[src/hw/rtl/pcstp_pkg.sv]
// Package for the PC-indexed stride prefetcher: table geometry, field widths,
// the table entry layout and the write request that travels to the table.
// No dependencies.
package pcstp_pkg;

  // Table depth; must be a power of two so the PC low bits select the entry.
  localparam int TABLE_ENTRIES = 1024;
  localparam int IDX_W         = $clog2(TABLE_ENTRIES);
  localparam int PAGE_SHIFT    = 12;

  localparam int ADDR_W   = 64;
  localparam int PC_W     = 64;
  localparam int PAGE_W   = 52;
  localparam int STRIDE_W = PAGE_W + 1;  // top bit flags an unknown stride
  localparam int CONF_W   = 8;

  localparam logic [CONF_W-1:0]   CONF_MAX        = '1;
  localparam logic [CONF_W-1:0]   THRESHOLD_RESET = CONF_W'(2);
  localparam logic [STRIDE_W-1:0] STRIDE_UNKNOWN  = '1;

  typedef logic [IDX_W-1:0]  idx_t;
  typedef logic [PAGE_W-1:0] page_t;

  typedef struct packed {
    logic [PC_W-1:0]     tag;
    page_t               last_page;
    logic [STRIDE_W-1:0] stride;
    logic [CONF_W-1:0]   conf;
  } entry_t;

  typedef struct packed {
    logic   en;
    idx_t   idx;
    entry_t data;
  } tbl_wr_t;

endpackage

[src/hw/rtl/pcstp_update.sv]
// Entry update: tag check, stride learn or check, saturating confidence,
// prefetch decision and target page. Depends on pcstp_pkg.
module pcstp_update import pcstp_pkg::*; (
  input  entry_t            cur,
  input  logic [PC_W-1:0]   pc,
  input  page_t             page,
  input  logic [CONF_W-1:0] threshold,
  output entry_t            nxt,
  output logic              emit,
  output page_t             pf_page
);

  logic                hit;
  logic                unknown;
  logic                bump;
  page_t               diff;
  logic [STRIDE_W-1:0] stride_new;
  logic [CONF_W-1:0]   conf_new;

  always_comb begin
    hit        = (cur.tag == pc);
    diff       = page - cur.last_page;
    unknown    = cur.stride[STRIDE_W-1];
    bump       = unknown || (cur.stride[PAGE_W-1:0] == diff);
    stride_new = unknown ? {1'b0, diff} : cur.stride;
    if (!bump) begin
      conf_new = '0;
    end else if (cur.conf == CONF_MAX) begin
      conf_new = CONF_MAX;
    end else begin
      conf_new = cur.conf + CONF_W'(1);
    end

    emit    = hit && (conf_new > threshold);
    pf_page = page + stride_new[PAGE_W-1:0];

    nxt.tag       = pc;
    nxt.last_page = page;
    if (hit) begin
      nxt.stride = stride_new;
      nxt.conf   = conf_new;
    end else begin
      // Refill: unknown stride, counter cleared.
      nxt.stride = STRIDE_UNKNOWN;
      nxt.conf   = '0;
    end
  end

endmodule

[config.mk]
export PLATFORM = sky130hd
export DESIGN_NAME = pcstp_update
export DESIGN_NICKNAME = d
export VERILOG_FILES = /design/src/hw/rtl/pcstp_pkg.sv /design/src/hw/rtl/pcstp_update.sv
export SDC_FILE = /design/constraint.sdc
export NUM_CORES = 1
export LEC_CHECK = 0
export ABC_AREA = 1
export BUFFER_PORTS_ARGS = -buffer_cell sky130_fd_sc_hd__buf_2
export CAP_MARGIN = 20
export CORE_AREA = 5 5 204 206
export DETAILED_ROUTE_END_ITERATION = 6
export DIE_AREA = 0 0 209 211
export PLACE_DENSITY = 0.61
export SYNTH_ARGS = -nofsm -noshare
export SYNTH_HDL_FRONTEND = slang
export SYNTH_SLANG_ARGS = --single-unit
[constraint.sdc]
create_clock -name vclk -period 9.9
set_input_delay 0.99 -clock vclk [all_inputs]
set_output_delay 0.99 -clock vclk [all_outputs]
set_load 0.01 [all_outputs]
==> impl_metrics.env <==
export IMPL_outcome="complete, no violations"
export IMPL_cp_start_kind="input pin"
export IMPL_leakage_nw=8.389
export IMPL_finalPower_mw=1.128
export IMPL_grt_overflow=0
export IMPL_avgSynthCellArea_um2=5.335
export IMPL_dp_slack_ps=2900
export IMPL_cts_setup_buffers=0
export IMPL_fin_crit_sh_pct=71.34
export IMPL_syn_inst=2178
export IMPL_die_area_mm2=0.04410
export IMPL_end_kind="primary output"
export IMPL_tns_ps=0
export IMPL_syn_area_mm2=0.01162
export IMPL_grt_pass1_wl_um=87520
export IMPL_p_per_area_mw_per_mm2=80.42
export IMPL_ioPinCount=531
export IMPL_syn_nets=2592
export IMPL_holdCritPathClass="in -> out"
export IMPL_critPathMaxFanout=5
export IMPL_ir_drop_mv=0.06781
export IMPL_via_per_inst=4.902
export IMPL_fill_cells=4591
export IMPL_num_clock_buffers=0
export IMPL_regArea_um2=0
export IMPL_place_gp_congestion=0.9889
export IMPL_max_slew_margin_pct=32.23
export IMPL_core_mm2=0.03946
export IMPL_cellInternalPower_mw=0.4054
export IMPL_pwr_share_seq_pct=0
export IMPL_grt_max_degree=63
export IMPL_finalHoldViolations=0
export IMPL_drc_errors=0
export IMPL_setup_viol=0
export IMPL_critical_path_class="in -> out"
export IMPL_portBuffers=531
export IMPL_rows=73
export IMPL_crit_arrival_ps=6070
export IMPL_rsz0062_at_grt="false"
export IMPL_final_nets=2996
export IMPL_ys_warn_count=0
export IMPL_firstDrtPassIters=5
export IMPL_drive_gt1_share_pct=24.53
export IMPL_tightest_slew_ps=1007
export IMPL_maxCapViolations=0
export IMPL_routedWlPerCell_um=19.40
export IMPL_vias=15240
export IMPL_seq_area_frac_synth_pct=0
export IMPL_min_period_ps=7063
export IMPL_die_h_um=211
export IMPL_power_switching_mw=0.7227
export IMPL_die_w_um=209
export IMPL_first_iter_violations=941
export IMPL_fin_util_pct=35.55
export IMPL_grt_pass1_vias=14920
export IMPL_pwr_share_clk_pct=0
export IMPL_ant_nets=0
export IMPL_syn_to_final_growth_pct=20.73
export IMPL_ys_types=46
export IMPL_p_sw_share_pct=64.06
export IMPL_cts_resized_gates=0
export IMPL_place_hpwl_um=55340
export IMPL_design_seq_count=0
export IMPL_totalWireLength_um=60300
export IMPL_required_ps=8910
export IMPL_fin_ws_ps=2837
export IMPL_grt_total_usage_pct=25.37
export IMPL_timing_fmax_ghz=0.1416
export IMPL_p_comb_share_pct=100.0
export IMPL_antenna_found_initial=8
export IMPL_postCtsHoldBufs=0
export IMPL_start_util_pct=29.45
export IMPL_final_max_slew_viol_count=0
-- area by class of cell --
type               count  area [um^2]  area share (%)
inverters            409         1535           10.94
well taps            525        656.9           4.683
multi-input cells   1636         9143           65.18
diodes                 3        7.507         0.05352
repair buffers       535         2685           19.14
-- layout by cell type, fill, tap and decap left out, types with 2 or more instances in the layout --
cell type  instances
a31oi_1           21
a21boi_0           3
o211ai_1           4
nor2_1           188
nand4_1           19
nand3_1          144
nand2_4            2
ha_1             111
a21boi_1           4
o31ai_1            2
xor3_1             6
inv_1            402
inv_2              7
o21ai_0           87
nor4_1            21
o221ai_1           3
o21bai_1           8
buf_2            532
diode_2            3
nand2_1          615
fa_1               2
nand2_2           15
xnor2_1           35
a21oi_1          113
a21o_1             6
nor2_2             6
a211oi_1           3
buf_4              3
or2_2             54
nor2_4             5
o2111ai_1          4
nand3b_1           9
o21a_1             6
xor2_1           110
nand3_2            8
nor3_1            13
-- logic make-up after synthesis --
family	Yosys count	share of synthesized area (%)
AOI/OAI and AO/OA	270	13.08
xor gates and xnor gates	152	12.35
adders and majority gates	113	12.30
buffers and inverters	542	21.31
and+or+nand+nor	1101	40.95
-- worst max-delay path, cell delays in order --
cell,delay (ps)
buf_2,120
inv_1,50
ha_1,130
inv_1,90
fa_1,440
nand3_1,130
nand3_2,120
nand3_1,120
nand3_2,190
nand2_1,110
nand2_1,130
nand2_1,140
nand2_1,60
nand2_1,70
nand2_1,70
o21ai_0,390
ha_1,290
nand2_1,110
nor2_1,270
inv_1,190
nor4_1,610
nand3_1,130
o211ai_1,600
a21oi_1,180
xor2_1,180
buf_2,150
-- through the flow --
stage	hold WS, ps	instances	cell area [um^2]
2_1_floorplan	2072	2178	11620
3_3_place_gp	2194	3104	14010
3_5_place_dp	2195	3105	14020
4_1_cts	2194	3105	14020
5_1_grt	2205	3108	14030
6_report	2192	3108	14030
-- layer usage --
layer,wire (um),global-route usage (%),vias to the layer above
met4,1593,5.153,0
met2,30870,49.21,630
li1,-,-,7558
met3,3677,1.960,67
met5,0,0,-
met1,24160,30.57,6980
-- power by group through the flow --
stage          logic, mW  registers, mW  clock network (mW)
2_1_floorplan      0.719              0                   0
3_3_place_gp        1.12              0                   0
3_5_place_dp        1.12              0                   0
4_1_cts             1.12              0                   0
5_1_grt             1.24              0        0.0000000406
6_report            1.13              0        0.0000000407
-- synth_stat cells, drive strengths merged, types with 2 or more instances --
| library cell | n | area (um^2) |
|---|---|---|
| a211oi | 3 | 22.52 |
| a21boi | 7 | 52.55 |
| a21o | 6 | 45.04 |
| a21oi | 113 | 565.5 |
| a31oi | 21 | 131.4 |
| buf | 122 | 899.6 |
| clkbuf | 11 | 41.29 |
| fa | 2 | 40.04 |
| ha | 111 | 1389 |
| inv | 409 | 1535 |
| nand2 | 632 | 2425 |
| nand3 | 152 | 800.8 |
| nand3b | 9 | 67.56 |
| nand4 | 19 | 118.9 |
| nor2 | 199 | 799.5 |
| nor3 | 13 | 65.06 |
| nor4 | 21 | 131.4 |
| o2111ai | 4 | 35.03 |
| o211ai | 4 | 30.03 |
| o21a | 6 | 45.04 |
| o21ai | 88 | 440.4 |
| o21bai | 8 | 60.06 |
| o221ai | 3 | 26.28 |
| o31ai | 2 | 15.01 |
| or2 | 54 | 337.8 |
| xnor2 | 35 | 306.5 |
| xor2 | 110 | 963.4 |
| xor3 | 6 | 142.6 |
-- final timing paths --
kind,start,end,cells after the start
max,page[0],pf_page[48],26
min,pc[60],nxt[173],2
Power figures use the tool's default switching activity.
